## src/ptc_pkg.sv

```systemverilog
// Shared types and constants of the pressure/temperature compensation unit.
`timescale 1ns / 1ps
package ptc_pkg;

   // Field widths.
   localparam int RAW_W  = 24;
   localparam int COEF_W = 16;
   localparam int OUT_W  = 32;

   // Internal value widths, sized to the worst-case range of each term.
   localparam int DT_W      = 25;  // D2 - C5*256
   localparam int PROD_W    = 42;  // dT times a 16-bit coefficient
   localparam int DTSQ_W    = 48;  // dT squared
   localparam int DEV_W     = 19;  // T - 2000
   localparam int OFF_W     = 36;  // first-order offset
   localparam int SENS_W    = 35;  // first-order sensitivity
   localparam int SQ_W      = 35;  // (T - 2000)^2 and (T + 1500)^2
   localparam int T2_W      = 17;  // temperature second-order term
   localparam int OFFA_W    = 35;
   localparam int OFFB_W    = 38;
   localparam int SENSA_W   = 34;
   localparam int SENSB_W   = 37;
   localparam int OFFNET_W  = 40;
   localparam int SENSNET_W = 39;
   localparam int SPLIT_W   = 20;  // low slice of the sensitivity for the split multiply
   localparam int PART_W    = 44;
   localparam int WIDE_W    = 64;

   // Temperature reference and band edge (T < -1500 means dev < -3500).
   localparam int T_REF     = 2000;
   localparam int LOW_EDGE  = 3500;

   // Register map.
   localparam int CSR_IDX_W = 3;
   typedef enum logic [CSR_IDX_W-1:0] {
      CSR_SENS_COEFF    = 3'd0,
      CSR_OFFSET_COEFF  = 3'd1,
      CSR_SENS_TEMPCO   = 3'd2,
      CSR_OFFSET_TEMPCO = 3'd3,
      CSR_REF_TEMP      = 3'd4,
      CSR_TEMP_SLOPE    = 3'd5
   } ptc_csr_index_type;

   typedef struct packed {
      logic [COEF_W-1:0] sens_coeff;
      logic [COEF_W-1:0] offset_coeff;
      logic [COEF_W-1:0] sens_tempco;
      logic [COEF_W-1:0] offset_tempco;
      logic [COEF_W-1:0] ref_temp;
      logic [COEF_W-1:0] temp_slope;
   } ptc_cal_type;

   typedef struct packed {
      logic [RAW_W-1:0] raw_pressure;
      logic [RAW_W-1:0] raw_temp;
   } ptc_req_type;

   typedef struct packed {
      logic signed [OUT_W-1:0] pressure;
      logic signed [OUT_W-1:0] temperature;
   } ptc_rsp_type;

   // Handoff from the first-order front end to the second-order stage.
   typedef struct packed {
      logic                      valid;
      logic [RAW_W-1:0]          d1;
      logic signed [DEV_W-1:0]   dev;
      logic signed [OFF_W-1:0]   off;
      logic signed [SENS_W-1:0]  sens;
      logic [SQ_W-1:0]           devsq;
      logic [SQ_W-1:0]           lowsq;
      logic [T2_W-1:0]           t2;
      logic                      warm;
      logic                      cold;
   } ptc_first_type;

   // Handoff from the second-order stage to the pressure stage.
   typedef struct packed {
      logic                         valid;
      logic [RAW_W-1:0]             d1;
      logic signed [OFFNET_W-1:0]   off_net;
      logic signed [SENSNET_W-1:0]  sens_net;
      logic signed [OUT_W-1:0]      temperature;
   } ptc_second_type;

endpackage

```

## src/ptc_second.sv

```systemverilog
// Second-order band corrections and net offset/sensitivity.
`timescale 1ns / 1ps
module ptc_second (
   input  logic                   clock,
   input  logic                   reset,
   input  ptc_pkg::ptc_first_type in,
   output ptc_pkg::ptc_second_type out
);
   import ptc_pkg::*;

   // stage 5: correction terms and final temperature
   logic                      v5_ff;
   logic [RAW_W-1:0]          d1_ff;
   logic signed [OFF_W-1:0]   off_ff;
   logic signed [SENS_W-1:0]  sens_ff;
   logic signed [OUT_W-1:0]   temp_ff, temp_in;
   logic [OFFA_W-1:0]         offa_ff, offa_in;
   logic [OFFB_W-1:0]         offb_ff, offb_in;
   logic [SENSA_W-1:0]        sensa_ff, sensa_in;
   logic [SENSB_W-1:0]        sensb_ff, sensb_in;
   logic signed [DEV_W+1:0]   tsum;
   logic [SQ_W+1:0]           devsq3;
   logic [SQ_W+1:0]           devsq5;

   // stage 6
   ptc_second_type            out_ff, out_in;

   assign tsum   = (DEV_W+2)'(in.dev) + (DEV_W+2)'(T_REF) - $signed((DEV_W+2)'(in.t2));
   assign temp_in = OUT_W'(tsum);
   assign devsq3 = (SQ_W+2)'({in.devsq, 1'b0}) + (SQ_W+2)'(in.devsq);
   assign devsq5 = (SQ_W+2)'({in.devsq, 2'b0}) + (SQ_W+2)'(in.devsq);

   always_comb begin
      if (in.warm) begin
         offa_in  = OFFA_W'(in.devsq[SQ_W-1:4]);
         sensa_in = '0;
      end else begin
         offa_in  = devsq3[SQ_W+1:2];
         sensa_in = devsq5[SQ_W+1:3];
      end
      if (in.cold) begin
         offb_in  = OFFB_W'({in.lowsq, 3'b0}) - OFFB_W'(in.lowsq);
         sensb_in = {in.lowsq, 2'b0};
      end else begin
         offb_in  = '0;
         sensb_in = '0;
      end
   end

   always_comb begin
      out_in             = '0;
      out_in.valid       = v5_ff;
      out_in.d1          = d1_ff;
      out_in.temperature = temp_ff;
      out_in.off_net     = OFFNET_W'(off_ff) - $signed(OFFNET_W'(offa_ff))
                           - $signed(OFFNET_W'(offb_ff));
      out_in.sens_net    = SENSNET_W'(sens_ff) - $signed(SENSNET_W'(sensa_ff))
                           - $signed(SENSNET_W'(sensb_ff));
   end

   always_ff @(posedge clock) begin
      if (reset) begin
         v5_ff  <= 1'b0;
         out_ff <= '0;
      end else begin
         v5_ff  <= in.valid;
         out_ff <= out_in;
      end
   end

   always_ff @(posedge clock) begin
      d1_ff    <= in.d1;
      off_ff   <= in.off;
      sens_ff  <= in.sens;
      temp_ff  <= temp_in;
      offa_ff  <= offa_in;
      offb_ff  <= offb_in;
      sensa_ff <= sensa_in;
      sensb_ff <= sensb_in;
   end

   assign out = out_ff;

endmodule

```

## config.mk

```make
export PLATFORM = sky130hd
export DESIGN_NAME = ptc_second
export DESIGN_NICKNAME = d
export VERILOG_FILES = /design/src/ptc_pkg.sv /design/src/ptc_second.sv
export SDC_FILE = /design/constraint.sdc
export NUM_CORES = 1
export LEC_CHECK = 0
export BUFFER_PORTS_ARGS = -buffer_cell sky130_fd_sc_hd__clkbuf_2
export CAP_MARGIN = 15
export CORE_ASPECT_RATIO = 0.5
export CORE_MARGIN = 5
export CORE_UTILIZATION = 59
export CTS_BUF_LIST = sky130_fd_sc_hd__clkbuf_8
export CTS_CLUSTER_DIAMETER = 150
export DETAILED_ROUTE_END_ITERATION = 7
export PLACE_DENSITY_LB_ADDON = 0.05
export SLEW_MARGIN = 40
export SYNTH_ARGS = -nofsm -noshare
export SYNTH_HDL_FRONTEND = slang
export SYNTH_SLANG_ARGS = --single-unit
```

## constraint.sdc

```tcl
create_clock -name clock -period 4.55 [get_ports clock]
set_input_delay 1.1375 -clock clock [delete_from_list [all_inputs] [get_ports clock]]
set_output_delay 1.1375 -clock clock [all_outputs]
set_load 0.01 [all_outputs]
```

# Word level (Yosys, flattened, before mapping)
# Cells that the tools add are included.
# W data, S select, Z words.
[totals]
regBits = 386
input_bits = 206
wordCells = 26
[op_classes]
addsub = 9
muxes = 1
[ops]
columns = ["op", "n"]
rows = [
  ["$sub A37 B39 Y40", 1],
  ["$sub A36 B38 Y39", 1],
  ["$sub A38 B35 Y38", 1],
  ["$add A36 B35 Y37", 1],
  ["$add A37 B35 Y37", 1],
  ["$sub A36 B36 Y37", 1],
  ["$sub A35 B35 Y36", 1],
  ["$mux W31", 1],
  ["$sub A20 B18 Y21", 1],
  ["$add A19 B12 Y20 const B", 1],
]

# Logic depth before layout (Yosys ltp)
[depth]
word_depth = 2
depth_mapped = 16

# Worst setup path before layout
# Ideal clock, no wire load.
[synth_path]
kind = "input -> register"
start = "in in[56] in the netlist's numbering"
end = "reg sensa_ff[29]"
setup_time_ps = 123
arrival_time_ps = 3929
slack_ps = 498
stages = 12
path_cell_list = "and2_1 fa_1 a211oi_1 nor2_1 o2111ai_2 a311o_2 o211ai_2 and4_4 o31a_1 a211o_1 a221oi_2 mux2_1"
[synth_via]
elab_chain_cells = 1
[synth_rtl]
columns = ["item", "line", "source"]
rows = [
  ["start, declared", "ptc_second.sv:6", "input ptc_pkg::ptc_first_type in,"],
  ["$add A37 B35 Y37", "ptc_second.sv:31", "assign devsq5 = (SQ_W+2)'({in.devsq, 2'b0}) + (SQ_W+2)'(in.devsq);"],
  ["end signal, assigned", "ptc_second.sv:78", "sensa_ff <= sensa_in;"],
  ["end, declared", "ptc_second.sv:19", "logic [SENSA_W-1:0] sensa_ff, sensa_in;"],
]
# Every way passes these cells.
# A chain may end at the register's enable or synchronous reset.

# Final worst setup path
[layout_path]
start = "reg offb_ff[0]"
end = "reg out_ff, in the netlist out[95]"
[layout_via]
elab_chain_cells = 1
[layout_rtl]
columns = ["item", "line", "source"]
rows = [
  ["start, declared", "ptc_second.sv:18", "logic [OFFB_W-1:0] offb_ff, offb_in;"],
  ["start signal, assigned", "ptc_second.sv:77", "offb_ff <= offb_in;"],
  ["$sub A37 B39 Y40", "ptc_second.sv:56", "- $signed(OFFNET_W'(offb_ff));"],
  ["end signal, assigned", "ptc_second.sv:67", "out_ff <= out_in;"],
  ["end, declared", "ptc_second.sv:26", "ptc_second_type out_ff, out_in;"],
]
# Every way passes these cells.

==> out/results.ini <==
[pwr]
ir_drop_v=0.000364
p_leak_uw=0.0121
power_density_nw_per_um2=470

[drt]
vias=17200
viasPerCell=5.30
drt_wl_total_um=55000
ant_nets=0
wl_per_cell_um=16.9
drc=0
firstDrtPassIters=6
drtIter0Drc=1442

[synthesis]
synthSimpleGateAreaFrac_pct=14.4
yosys.area_share.adder_pct=19.4
synth_common_cells=dfxtp_1 (383), inv_1 (263), ha_1 (221)
synth_compound_area_share_pct=17.3
synth_edf_count=0
yosysWarnings=0
syn-instance-count=2386
synth_ff_type=dfxtp_1
syn_nets=2884
async_flop_share_pct=0
avgSynthCellArea_um2=9.03
netlist.area_leader.share_pct=35.6
mappedNetlistArea_um2=21500
synth_area_leader_cell=dfxtp_1
synth_top_family_by_area=adder cells
ys_seq_area_share_pct=35.6
synth_area_leaders=dfxtp_1 (36%), ha_1 (13%), fa_1 (6.6%)
ys_ff_latch=383
synth_mux_area_share_pct=0.366
synth.distinct_cells=71
synth_xor_area_share_pct=6.83
yosysMostFrequentCell=dfxtp_1

[floorplanning]
ioPinCount=342
core_um2=36000
die_h_um=145
start_util_pct=59.9
rows=49
dieWidth_um=280
dieArea_um2=40700

[finish]
nFillCells=3027
drive_gt1_share_pct=17.0
multiInputGateArea_um2=12600
final_nets=3218
ff_latch_area_um2=7670
area_growth_pct=15.0

[run]
cap_viol_max_count=0

[setup_path]
setup.worst_path.start_class=flip-flop
worstSetupPathType=reg -> reg
reg2reg_depth=16
endpoint_kind=flip-flop
worstPathMaxFanout=3
required_ps=5030
arrival_ps=4770

[status]
status=complete, no violations

[sta]
fmax_mhz=233
finalSetupTns_ps=0
rsz0062_at_grt=false
drv_slew=0
skew_ps=21.2
setup_viol=0
worst_pin_slew_ps=726
setup_ws_ps=265
slew_headroom_pct=50.9
period_minus_slack_ps=4290
hold_viol_final=0
fin_crit_sh_pct=94.2

[grt]
gr-total-overflow=0
grt_pass1_vias=16400
track_usage_pct=26.0
grt_max_degree=65
grt_pass1_wl_um=85800
antenna_found_initial=3

[clock_network]
cts_htree_levels=2
post_cts_buffers=0
cts_buffers=53
post_cts_resized=0
cts-root-buf=clkbuf_8
cts_tree=done
cts.clk_slew.worst_paths_ps=70
cts_buffer_depth=3
numClockSinks=383
insertion_delay_ps=620
cts_hold_buf=0

[placement]
hpwlAfterDp_um=45000
post-place-ws_ps=89.8
gp_congestion=0.909
port_buffers=341

[min_path]
hold_path_class=reg -> reg
worstHoldPathCells=1

-- power by group --
group / switching (µW) / leakage (µW) / total (µW) / internal, µW
Sequential: 197 / 0.00321 / 4110 / 3920
Combinational: 2740 / 0.00820 / 4700 / 1960
Clock: 1300 / 0.000639 / 2820 / 1520
-- stage by stage --
stage	area, µm²	std cells	total power [µW]	hold WS, ps	util [%]
final	24800	3248	11600	433	68.8
after global routing	24800	3248	12400	450	68.8
after CTS	24800	3245	11700	439	68.8
after detailed placement	23600	3149	8810	424	65.6
after global placement	23600	3149	8750	416	65.6
after floorplan	21500	2386	7440	414	-
-- cell type report --
class / count / share of cell area (%)
diodes: 3 / 0.0303
clock buffers: 64 / 3.56
clock inverters: 32 / 1.08
inverters: 263 / 3.99
multi-input cells: 1669 / 50.8
flip-flops and latches: 383 / 31.0
well taps: 484 / 2.44
repair buffers: 350 / 7.18
-- layout by cell type (no fill, tap or decap), types with 5 or more instances in the layout --
cell type,n
o41ai_1,5
or3_1,9
nor2_1,178
fa_1,71
and4_1,6
o211ai_1,13
and3_1,20
a211oi_1,20
nand3_1,36
mux2_2,6
clkbuf_2,339
xor2_1,68
a21boi_0,6
nand2_1,125
inv_1,277
o21ai_0,120
a31o_2,6
clkinv_2,8
a21oi_1,175
a31oi_1,23
nor2b_1,70
clkbuf_8,64
and2_1,79
nor3_1,22
nor3b_1,5
a21o_1,112
xnor2_1,100
or2_2,11
ha_1,221
nand4_1,29
o31ai_1,7
buf_4,11
o21bai_1,27
a221oi_1,5
o21a_1,12
nand2b_1,17
dfxtp_1,383
-- flip-flops by register name, indices dropped and copies added (netlist names) --
signal and count:
d1_ff 24, off_ff 36, offa_ff 35, offb_ff 38, out 125, sens_ff 35, sensa_ff 34, sensb_ff 34
temp_ff 21, v5_ff 1
-- worst max-delay path, cell delays in order (launching register included) --
cell      delay, ps
dfxtp_1         310
inv_1            80
fa_1            520
inv_1            50
ha_1            190
or2_2           290
fa_1            410
a21oi_1         230
o21ai_0         150
a211oi_1        350
nor2_1          140
a31o_2          300
a221oi_1        510
o21ai_0         190
a31oi_1         220
xor2_1          160
nor2_1           50
-- cells by family after synthesis --
family          count (synthesis)
xor+xnor                      168
flops                         383
compound gates                580
mux                             7
simple gates                  622
buf+inv                       334
fa+ha+maj                     292
-- final timing paths --
check	start	slack [ps]	to
min	d1_ff[18]	430	out[129]
min reg2reg	d1_ff[18]	430	out[129]
max	offb_ff[0]	260	out[95]
max reg2reg	offb_ff[0]	260	out[95]
-- layer usage --
metal	wire, µm	GRT usage, %
met1	27000	38.9
met2	22600	37.8
met3	4220	6.21
met4	1080	6.39
met5	0	0
Power figures use the tool's default switching activity.
