File: config.mk
export PLATFORM = sky130hd
export DESIGN_NAME = ptc_press
export DESIGN_NICKNAME = d
export VERILOG_FILES = /design/src/ptc_pkg.sv /design/src/ptc_press.sv
export SDC_FILE = /design/constraint.sdc
export NUM_CORES = 2
export LEC_CHECK = 0
export BUFFER_PORTS_ARGS = -buffer_cell sky130_fd_sc_hd__buf_2
export CORE_UTILIZATION = 55
export DETAILED_ROUTE_END_ITERATION = 6
export GPL_TIMING_DRIVEN = 0
export PLACE_DENSITY = 0.7
export SYNTH_ARGS = -nofsm -noshare
export SYNTH_HDL_FRONTEND = slang
export SYNTH_SLANG_ARGS = --single-unit
File: constraint.sdc
create_clock -name clock -period 13.3 [get_ports clock]
set_clock_uncertainty 0.1 [all_clocks]
set_input_delay 0 -clock clock [delete_from_list [all_inputs] [get_ports clock]]
set_output_delay 0 -clock clock [all_outputs]
set_load 0.01 [all_outputs]
File: src/ptc_pkg.sv
// Shared types and constants of the pressure/temperature compensation unit.
`timescale 1ns / 1ps
package ptc_pkg;

   // Field widths.
   localparam int RAW_W  = 24;
   localparam int COEF_W = 16;
   localparam int OUT_W  = 32;

   // Internal value widths, sized to the worst-case range of each term.
   localparam int DT_W      = 25;  // D2 - C5*256
   localparam int PROD_W    = 42;  // dT times a 16-bit coefficient
   localparam int DTSQ_W    = 48;  // dT squared
   localparam int DEV_W     = 19;  // T - 2000
   localparam int OFF_W     = 36;  // first-order offset
   localparam int SENS_W    = 35;  // first-order sensitivity
   localparam int SQ_W      = 35;  // (T - 2000)^2 and (T + 1500)^2
   localparam int T2_W      = 17;  // temperature second-order term
   localparam int OFFA_W    = 35;
   localparam int OFFB_W    = 38;
   localparam int SENSA_W   = 34;
   localparam int SENSB_W   = 37;
   localparam int OFFNET_W  = 40;
   localparam int SENSNET_W = 39;
   localparam int SPLIT_W   = 20;  // low slice of the sensitivity for the split multiply
   localparam int PART_W    = 44;
   localparam int WIDE_W    = 64;

   // Temperature reference and band edge (T < -1500 means dev < -3500).
   localparam int T_REF     = 2000;
   localparam int LOW_EDGE  = 3500;

   // Register map.
   localparam int CSR_IDX_W = 3;
   typedef enum logic [CSR_IDX_W-1:0] {
      CSR_SENS_COEFF    = 3'd0,
      CSR_OFFSET_COEFF  = 3'd1,
      CSR_SENS_TEMPCO   = 3'd2,
      CSR_OFFSET_TEMPCO = 3'd3,
      CSR_REF_TEMP      = 3'd4,
      CSR_TEMP_SLOPE    = 3'd5
   } ptc_csr_index_type;

   typedef struct packed {
      logic [COEF_W-1:0] sens_coeff;
      logic [COEF_W-1:0] offset_coeff;
      logic [COEF_W-1:0] sens_tempco;
      logic [COEF_W-1:0] offset_tempco;
      logic [COEF_W-1:0] ref_temp;
      logic [COEF_W-1:0] temp_slope;
   } ptc_cal_type;

   typedef struct packed {
      logic [RAW_W-1:0] raw_pressure;
      logic [RAW_W-1:0] raw_temp;
   } ptc_req_type;

   typedef struct packed {
      logic signed [OUT_W-1:0] pressure;
      logic signed [OUT_W-1:0] temperature;
   } ptc_rsp_type;

   // Handoff from the first-order front end to the second-order stage.
   typedef struct packed {
      logic                      valid;
      logic [RAW_W-1:0]          d1;
      logic signed [DEV_W-1:0]   dev;
      logic signed [OFF_W-1:0]   off;
      logic signed [SENS_W-1:0]  sens;
      logic [SQ_W-1:0]           devsq;
      logic [SQ_W-1:0]           lowsq;
      logic [T2_W-1:0]           t2;
      logic                      warm;
      logic                      cold;
   } ptc_first_type;

   // Handoff from the second-order stage to the pressure stage.
   typedef struct packed {
      logic                         valid;
      logic [RAW_W-1:0]             d1;
      logic signed [OFFNET_W-1:0]   off_net;
      logic signed [SENSNET_W-1:0]  sens_net;
      logic signed [OUT_W-1:0]      temperature;
   } ptc_second_type;

endpackage

File: src/ptc_press.sv
// Pressure: split D1 x SENS multiply, offset subtract and final scaling.
`timescale 1ns / 1ps
module ptc_press (
   input  logic                    clock,
   input  logic                    reset,
   input  ptc_pkg::ptc_second_type in,
   output logic                    out_valid,
   output ptc_pkg::ptc_rsp_type    out_data
);
   import ptc_pkg::*;

   // stage 7: partial products
   logic                         v7_ff;
   logic signed [OFFNET_W-1:0]   off7_ff;
   logic signed [OUT_W-1:0]      temp7_ff;
   logic [PART_W-1:0]            plo_ff, plo_in;
   logic signed [PART_W-1:0]     phi_ff, phi_in;

   // stage 8: full product
   logic                         v8_ff;
   logic signed [OFFNET_W-1:0]   off8_ff;
   logic signed [OUT_W-1:0]      temp8_ff;
   logic signed [WIDE_W-1:0]     prod_ff, prod_in;

   // stage 9: result
   logic                         v9_ff;
   ptc_rsp_type                  rsp_ff, rsp_in;
   logic signed [WIDE_W-22:0]    prod_sh;
   logic signed [WIDE_W-21:0]    diff;

   assign plo_in = PART_W'(in.d1) * PART_W'(in.sens_net[SPLIT_W-1:0]);
   assign phi_in = $signed({1'b0, in.d1}) * $signed(in.sens_net[SENSNET_W-1:SPLIT_W]);

   assign prod_in = $signed({phi_ff, SPLIT_W'(0)}) + $signed(WIDE_W'(plo_ff));

   // the ranges of D1, OFF and SENS keep both results inside 32 bits
   assign prod_sh = prod_ff[WIDE_W-1:21];
   assign diff    = (WIDE_W-20)'(prod_sh) - (WIDE_W-20)'(off8_ff);

   always_comb begin
      rsp_in.pressure    = OUT_W'($signed(diff[WIDE_W-21:15]));
      rsp_in.temperature = temp8_ff;
   end

   always_ff @(posedge clock) begin
      if (reset) begin
         v7_ff <= 1'b0;
         v8_ff <= 1'b0;
         v9_ff <= 1'b0;
      end else begin
         v7_ff <= in.valid;
         v8_ff <= v7_ff;
         v9_ff <= v8_ff;
      end
   end

   always_ff @(posedge clock) begin
      off7_ff  <= in.off_net;
      temp7_ff <= in.temperature;
      plo_ff   <= plo_in;
      phi_ff   <= phi_in;
      off8_ff  <= off7_ff;
      temp8_ff <= temp7_ff;
      prod_ff  <= prod_in;
      rsp_ff   <= rsp_in;
   end

   assign out_valid = v9_ff;
   assign out_data  = rsp_ff;

endmodule

After elaboration in Yosys (flattened, before gate mapping):

Index checks and enable logic that the tools add are counted.

* add/sub/neg operators: 2
* multipliers: 2
* divide/modulo/power cells: 0
* magnitude comparators: 0
* eq/ne operators: 0
* shift operators: 0
* muxes and demuxes: 0
* bitwise logic cells: 0
* reductions and logical operators: 0

Operators by type and width (number)
* adder 64 x 45 -> 64 bit: 1
* multiplier 24 x 20 -> 44 bit: 1
* multiplier 25 x 19 -> 44 bit: 1
* subtractor 43 x 40 -> 44 bit: 1

* register bits after elaboration: 360
* latch bits: 0
* memory bits (writable): 0
* memory bits (read-only): 0
* input port bits: 138
* output and inout port bits: 65
* logic and storage cells: 16
* memories: 0

Depth between registers and ports, before layout:

* depth in word-level cells: 1
* gate-level depth with buffers: 28
* depth with buffers taken out: 26

Least setup slack after synthesis:

OpenSTA, ideal clock, no wires.

* path type: input port to flip-flop
* start: input port in[130] (netlist name)
* end: register plo_ff[43]
* setup time: 72 ps
* arrival: 6301 ps
* data required time: 13128 ps
* setup slack: 6827 ps
* stages on the path: 26
* path buffers: 2
* cell sequence: buf_1 > clkbuf_1 > nand2_1 > fa_1 > inv_1 > fa_1 > inv_1 > fa_1 > inv_1 > fa_1 > fa_1 > inv_1 > fa_1 > fa_1 > inv_1 > ha_1 > a211oi_2 > o211ai_1 > a221oi_2 > nand4bb_1 > o21ai_2 > o21a_2 > o211ai_2 > or3_1 > a31oi_1 > xnor2_1

* word-level cells in the longest chain between the ends: 1

RTL lines
* start: declaration: RTL line ptc_press.sv:6 `input ptc_pkg::ptc_second_type in,`
* multiplier 24 x 20 -> 44 bit: RTL line ptc_press.sv:31 `assign plo_in = PART_W'(in.d1) * PART_W'(in.sens_net[SPLIT_W-1:0]);`
* net plo_in[43]: RTL line ptc_press.sv:16 `logic [PART_W-1:0] plo_ff, plo_in;`
* end signal: assignment: RTL line ptc_press.sv:60 `plo_ff <= plo_in;`
* end: declaration: RTL line ptc_press.sv:16

The timed path passes the listed nets, and every way through them passes these cells.
A chain may end at the register's enable or synchronous reset.

Worst setup path after layout:

* start: input port in[125] (netlist name)
* end: register plo_ff[43]

Same word-level chain as after synthesis.

==> flow_results.xml <==
<?xml version="1.0" encoding="UTF-8"?>
<metrics>
  <group name="floorplanning">
    <metric name="row_count" unit="">98</metric>
    <metric name="die_area" unit="um2">74040</metric>
    <metric name="fp.coreArea" unit="um2">71850</metric>
    <metric name="io_pins" unit="">203</metric>
    <metric name="die-height" unit="um">272.1</metric>
    <metric name="start_util" unit="%">55.84</metric>
    <metric name="chipWidth" unit="um">272.1</metric>
  </group>
  <group name="global_routing">
    <metric name="grt_use_total" unit="%">32.34</metric>
    <metric name="grt_first_pass_wirelength" unit="um">179200</metric>
    <metric name="number_of_antenna_violations_at_the_first_check_in_global_routing" unit="">16</metric>
    <metric name="grt_start_max_net_pins" unit="">21</metric>
    <metric name="gr-total-overflow" unit="">0</metric>
    <metric name="grt_pass1_vias" unit="">31290</metric>
  </group>
  <group name="synth">
    <metric name="proportion_of_register_bits_with_asynchronous_set_or_reset_after_synthesis" unit="%">0</metric>
    <metric name="synth_edf_count" unit="">0</metric>
    <metric name="synthDistinctLibCells" unit="">74</metric>
    <metric name="ys_dominant_reg_cell" unit="">sky130_fd_sc_hd__dfxtp_1</metric>
    <metric name="synth.net_count" unit="">5512</metric>
    <metric name="synth-warning-count" unit="">0</metric>
    <metric name="ys_seq_elements" unit="">319</metric>
    <metric name="synthesis.area" unit="um2">40120</metric>
    <metric name="postSynthCellCount" unit="">4220</metric>
    <metric name="synth_seq_area_share" unit="%">15.92</metric>
    <metric name="postSynthAreaPerCell" unit="um2">9.508</metric>
  </group>
  <group name="timing">
    <metric name="tightest_slew" unit="ps">1328</metric>
    <metric name="timing_hold_violations_final" unit="">0</metric>
    <metric name="timing.final.crit_share" unit="%">60.93</metric>
    <metric name="fin_tns_setup" unit="ps">0</metric>
    <metric name="max_slew_violation_count" unit="">0</metric>
    <metric name="grt_setup_unrepaired" unit="">false</metric>
    <metric name="worst_slew_margin_rel" unit="%">11.46</metric>
    <metric name="fmaxAchievable" unit="MHz">123.4</metric>
    <metric name="finalCriticalPeriod" unit="ps">8104</metric>
    <metric name="setup_violations" unit="">0</metric>
  </group>
  <group name="clock_tree">
    <metric name="quantity_of_gates_resized_following_cts" unit="">0</metric>
    <metric name="clock_sink_count" unit="">319</metric>
    <metric name="post_cts_hold_buffer_count" unit="">122</metric>
    <metric name="cts_root_buffer" unit="">sky130_fd_sc_hd__clkbuf_16</metric>
    <metric name="clk_path_buf_depth" unit="">3</metric>
    <metric name="tritoncts" unit="">built</metric>
    <metric name="worst_setup_hold_path_clk_slew" unit="ps">80</metric>
    <metric name="cts_made_buffers" unit="">24</metric>
    <metric name="htree_levels" unit="">1</metric>
    <metric name="cts_post_setup_buffers_inserted" unit="">0</metric>
    <metric name="worst_skew_pair.late_latency" unit="ps">540</metric>
  </group>
  <group name="place">
    <metric name="port_buffers" unit="">180</metric>
    <metric name="place_congestion" unit="">0.9858</metric>
    <metric name="detailedPlacementHpwl" unit="um">95480</metric>
  </group>
  <group name="critical_path">
    <metric name="r2r_start" unit="">plo_ff[21]</metric>
    <metric name="series_of_cell_instances_along_the_critical_path" unit="">buf_1 -&gt; clkbuf_1 -&gt; nand2_1 -&gt; fa_1 -&gt; fa_1 -&gt; inv_1 -&gt; fa_1 -&gt; inv_1 -&gt; fa_1 -&gt; fa_1 -&gt; fa_1 -&gt; fa_1 -&gt; inv_1 -&gt; ha_1 -&gt; a211oi_2 -&gt; o211ai_1 -&gt; a221oi_2 -&gt; nand4bb_1 -&gt; o21ai_2 -&gt; o21a_2 -&gt; o211ai_2 -&gt; or3_1 -&gt; a31oi_1 -&gt; xnor2_1</metric>
    <metric name="worst_setup_path_end_kind" unit="">register</metric>
    <metric name="critPathMaxFanout" unit="">10</metric>
    <metric name="cp_slowest_stage_delay" unit="ps">1040</metric>
    <metric name="critPathLaunch" unit="">in[125]</metric>
    <metric name="timing.critical_path.buf_inv" unit="">5</metric>
    <metric name="category_of_the_worst_setup_path_launch_point" unit="">input pin</metric>
    <metric name="worst_path_most_repeated_cell" unit="">sky130_fd_sc_hd__fa_1</metric>
    <metric name="timing.critical_path.max_delay_family" unit="">adder cells</metric>
    <metric name="cp_data_required_time" unit="ps">13570</metric>
    <metric name="criticalPathCategory" unit="">in2reg</metric>
    <metric name="crit_arrival" unit="ps">8370</metric>
    <metric name="cpMaxStageDelayCell" unit="">sky130_fd_sc_hd__clkbuf_1</metric>
  </group>
  <group name="worst_hold_path">
    <metric name="worst_hold_path_type" unit="">in2reg</metric>
    <metric name="min_from" unit="">in[107]</metric>
  </group>
  <group name="routing">
    <metric name="drt_iter0_markers" unit="">2073</metric>
    <metric name="post-route-drc-count" unit="">0</metric>
    <metric name="vias_per_cell" unit="">5.386</metric>
    <metric name="detail_route.first_pass.iterations" unit="">5</metric>
    <metric name="num_vias" unit="">29760</metric>
    <metric name="finalWirelength" unit="um">117700</metric>
    <metric name="route.detailed.wl_per_inst" unit="um">21.30</metric>
    <metric name="ant_nets" unit="">0</metric>
  </group>
  <group name="finish">
    <metric name="drive_gt1_share" unit="%">5.846</metric>
    <metric name="layout.area.seq" unit="um2">6386</metric>
    <metric name="fillCellCount" unit="">6200</metric>
    <metric name="nets" unit="">5842</metric>
    <metric name="layout-area-overhead-vs-synth" unit="%">10.56</metric>
    <metric name="multi_input_area" unit="um2">29710</metric>
  </group>
  <group name="run">
    <metric name="maxCapViolations" unit="">0</metric>
  </group>
  <group name="run_status">
    <metric name="run_status" unit="">finished, final reports clean</metric>
  </group>
</metrics>
==> worst paths after layout <==
check | to | slack, ps | cells past startpoint
setup / recovery | plo_ff[43] | 5200 | 24
hold / removal | off7_ff[36] | 10 | 2
setup reg to reg | prod_ff[62] | 10100 | 12
hold reg to reg | off8_ff[19] | 200 | 0
==> placed cells by master (no fill, tap or decap), types with 6 or more instances in the layout <==
master,instances
sky130_fd_sc_hd__nand4_1,19
sky130_fd_sc_hd__or2_2,7
sky130_fd_sc_hd__clkbuf_16,24
sky130_fd_sc_hd__nor3_1,17
sky130_fd_sc_hd__inv_1,880
sky130_fd_sc_hd__dfxtp_1,319
sky130_fd_sc_hd__a211oi_1,8
sky130_fd_sc_hd__bufinv_16,6
sky130_fd_sc_hd__xor2_1,40
sky130_fd_sc_hd__nand3_1,35
sky130_fd_sc_hd__fa_1,765
sky130_fd_sc_hd__nand2_1,513
sky130_fd_sc_hd__buf_2,181
sky130_fd_sc_hd__xnor2_1,88
sky130_fd_sc_hd__a21oi_1,109
sky130_fd_sc_hd__and2_1,470
sky130_fd_sc_hd__clkbuf_1,181
sky130_fd_sc_hd__diode_2,8
sky130_fd_sc_hd__nor2_1,59
sky130_fd_sc_hd__o21ai_1,6
sky130_fd_sc_hd__nand2b_1,21
sky130_fd_sc_hd__ha_1,389
sky130_fd_sc_hd__a21o_1,61
sky130_fd_sc_hd__o21bai_1,18
sky130_fd_sc_hd__o21ai_0,57
sky130_fd_sc_hd__nor2b_1,29
sky130_fd_sc_hd__dlygate4sd3_1,124
sky130_fd_sc_hd__a31oi_1,11
sky130_fd_sc_hd__o21a_1,15
sky130_fd_sc_hd__and3_1,11
==> final cells by class <==
type	count	share of cell area [%]
well taps	950	2.679
diodes	8	0.04513
clock inverters	16	0.6007
repair buffers	304	4.828
clock buffers	27	1.402
multi-input cells	2834	66.97
inverters	880	7.446
plain buffers	187	1.636
flip-flops and latches	319	14.39
==> through the flow <==
step	utilization [%]	area [um2]	hold slack [ps]	std cells	setup slack [ps]
4_1_cts	61.69	44320	0.2099	5515	5303
3_3_place_gp	58.75	42210	2.353	5350	4704
6_report	61.74	44360	11.56	5525	5196
5_1_grt	61.73	44350	7.345	5521	4906
3_5_place_dp	58.75	42210	3.569	5350	4748
2_1_floorplan	-	40120	-72.28	4220	6827
==> state kept, by name, summed over array words and instances, names as in the netlist <==
signal and cells:
plo_ff 24, v7_ff 1, off8_ff 40, out_data 61, phi_ff 44, off7_ff 40
temp8_ff 32, prod_ff 43, out_valid 1, v8_ff 1, temp7_ff 32
==> routing by layer <==
metal  track usage (%)  wire (um)
met5                 0         57
met4             15.85       6817
met3             5.669      10380
met2             54.72      55060
met1             39.98      45370
==> synth_stat cells, types with 6 or more instances <==
| master | count | area share, % |
|---|---|---|
| sky130_fd_sc_hd__a21o_1 | 61 | 1.1 |
| sky130_fd_sc_hd__nor3_1 | 17 | 0.21 |
| sky130_fd_sc_hd__nand4_1 | 19 | 0.30 |
| sky130_fd_sc_hd__fa_1 | 765 | 38 |
| sky130_fd_sc_hd__nand2_1 | 513 | 4.8 |
| sky130_fd_sc_hd__o21a_1 | 15 | 0.28 |
| sky130_fd_sc_hd__nor2_1 | 59 | 0.55 |
| sky130_fd_sc_hd__or2_2 | 7 | 0.11 |
| sky130_fd_sc_hd__and2_1 | 470 | 7.3 |
| sky130_fd_sc_hd__a31oi_1 | 11 | 0.17 |
| sky130_fd_sc_hd__and3_1 | 11 | 0.17 |
| sky130_fd_sc_hd__o21bai_1 | 18 | 0.34 |
| sky130_fd_sc_hd__a21oi_1 | 109 | 1.4 |
| sky130_fd_sc_hd__ha_1 | 389 | 12 |
| sky130_fd_sc_hd__dfxtp_1 | 319 | 16 |
| sky130_fd_sc_hd__nand2b_1 | 21 | 0.33 |
| sky130_fd_sc_hd__xnor2_1 | 88 | 1.9 |
| sky130_fd_sc_hd__nor2b_1 | 29 | 0.45 |
| sky130_fd_sc_hd__o21ai_0 | 57 | 0.71 |
| sky130_fd_sc_hd__inv_1 | 880 | 8.2 |
| sky130_fd_sc_hd__a211oi_1 | 8 | 0.15 |
| sky130_fd_sc_hd__nand3_1 | 35 | 0.44 |
| sky130_fd_sc_hd__clkbuf_1 | 179 | 1.7 |
| sky130_fd_sc_hd__xor2_1 | 40 | 0.87 |
| sky130_fd_sc_hd__o21ai_1 | 6 | 0.075 |
==> logic make-up after synthesis <==
group | share of synthesized area (%)
adder cells (fa/ha/maj) | 50.30
AND/OR/NAND/NOR | 15.24
flip-flops | 15.92
buffers and inverters | 10.04
AO/OA/AOI/OAI | 5.716
XOR/XNOR | 2.794
Power is not shown: default switching activity piles up to over one toggle a cycle in this logic, so the estimate is an artifact.
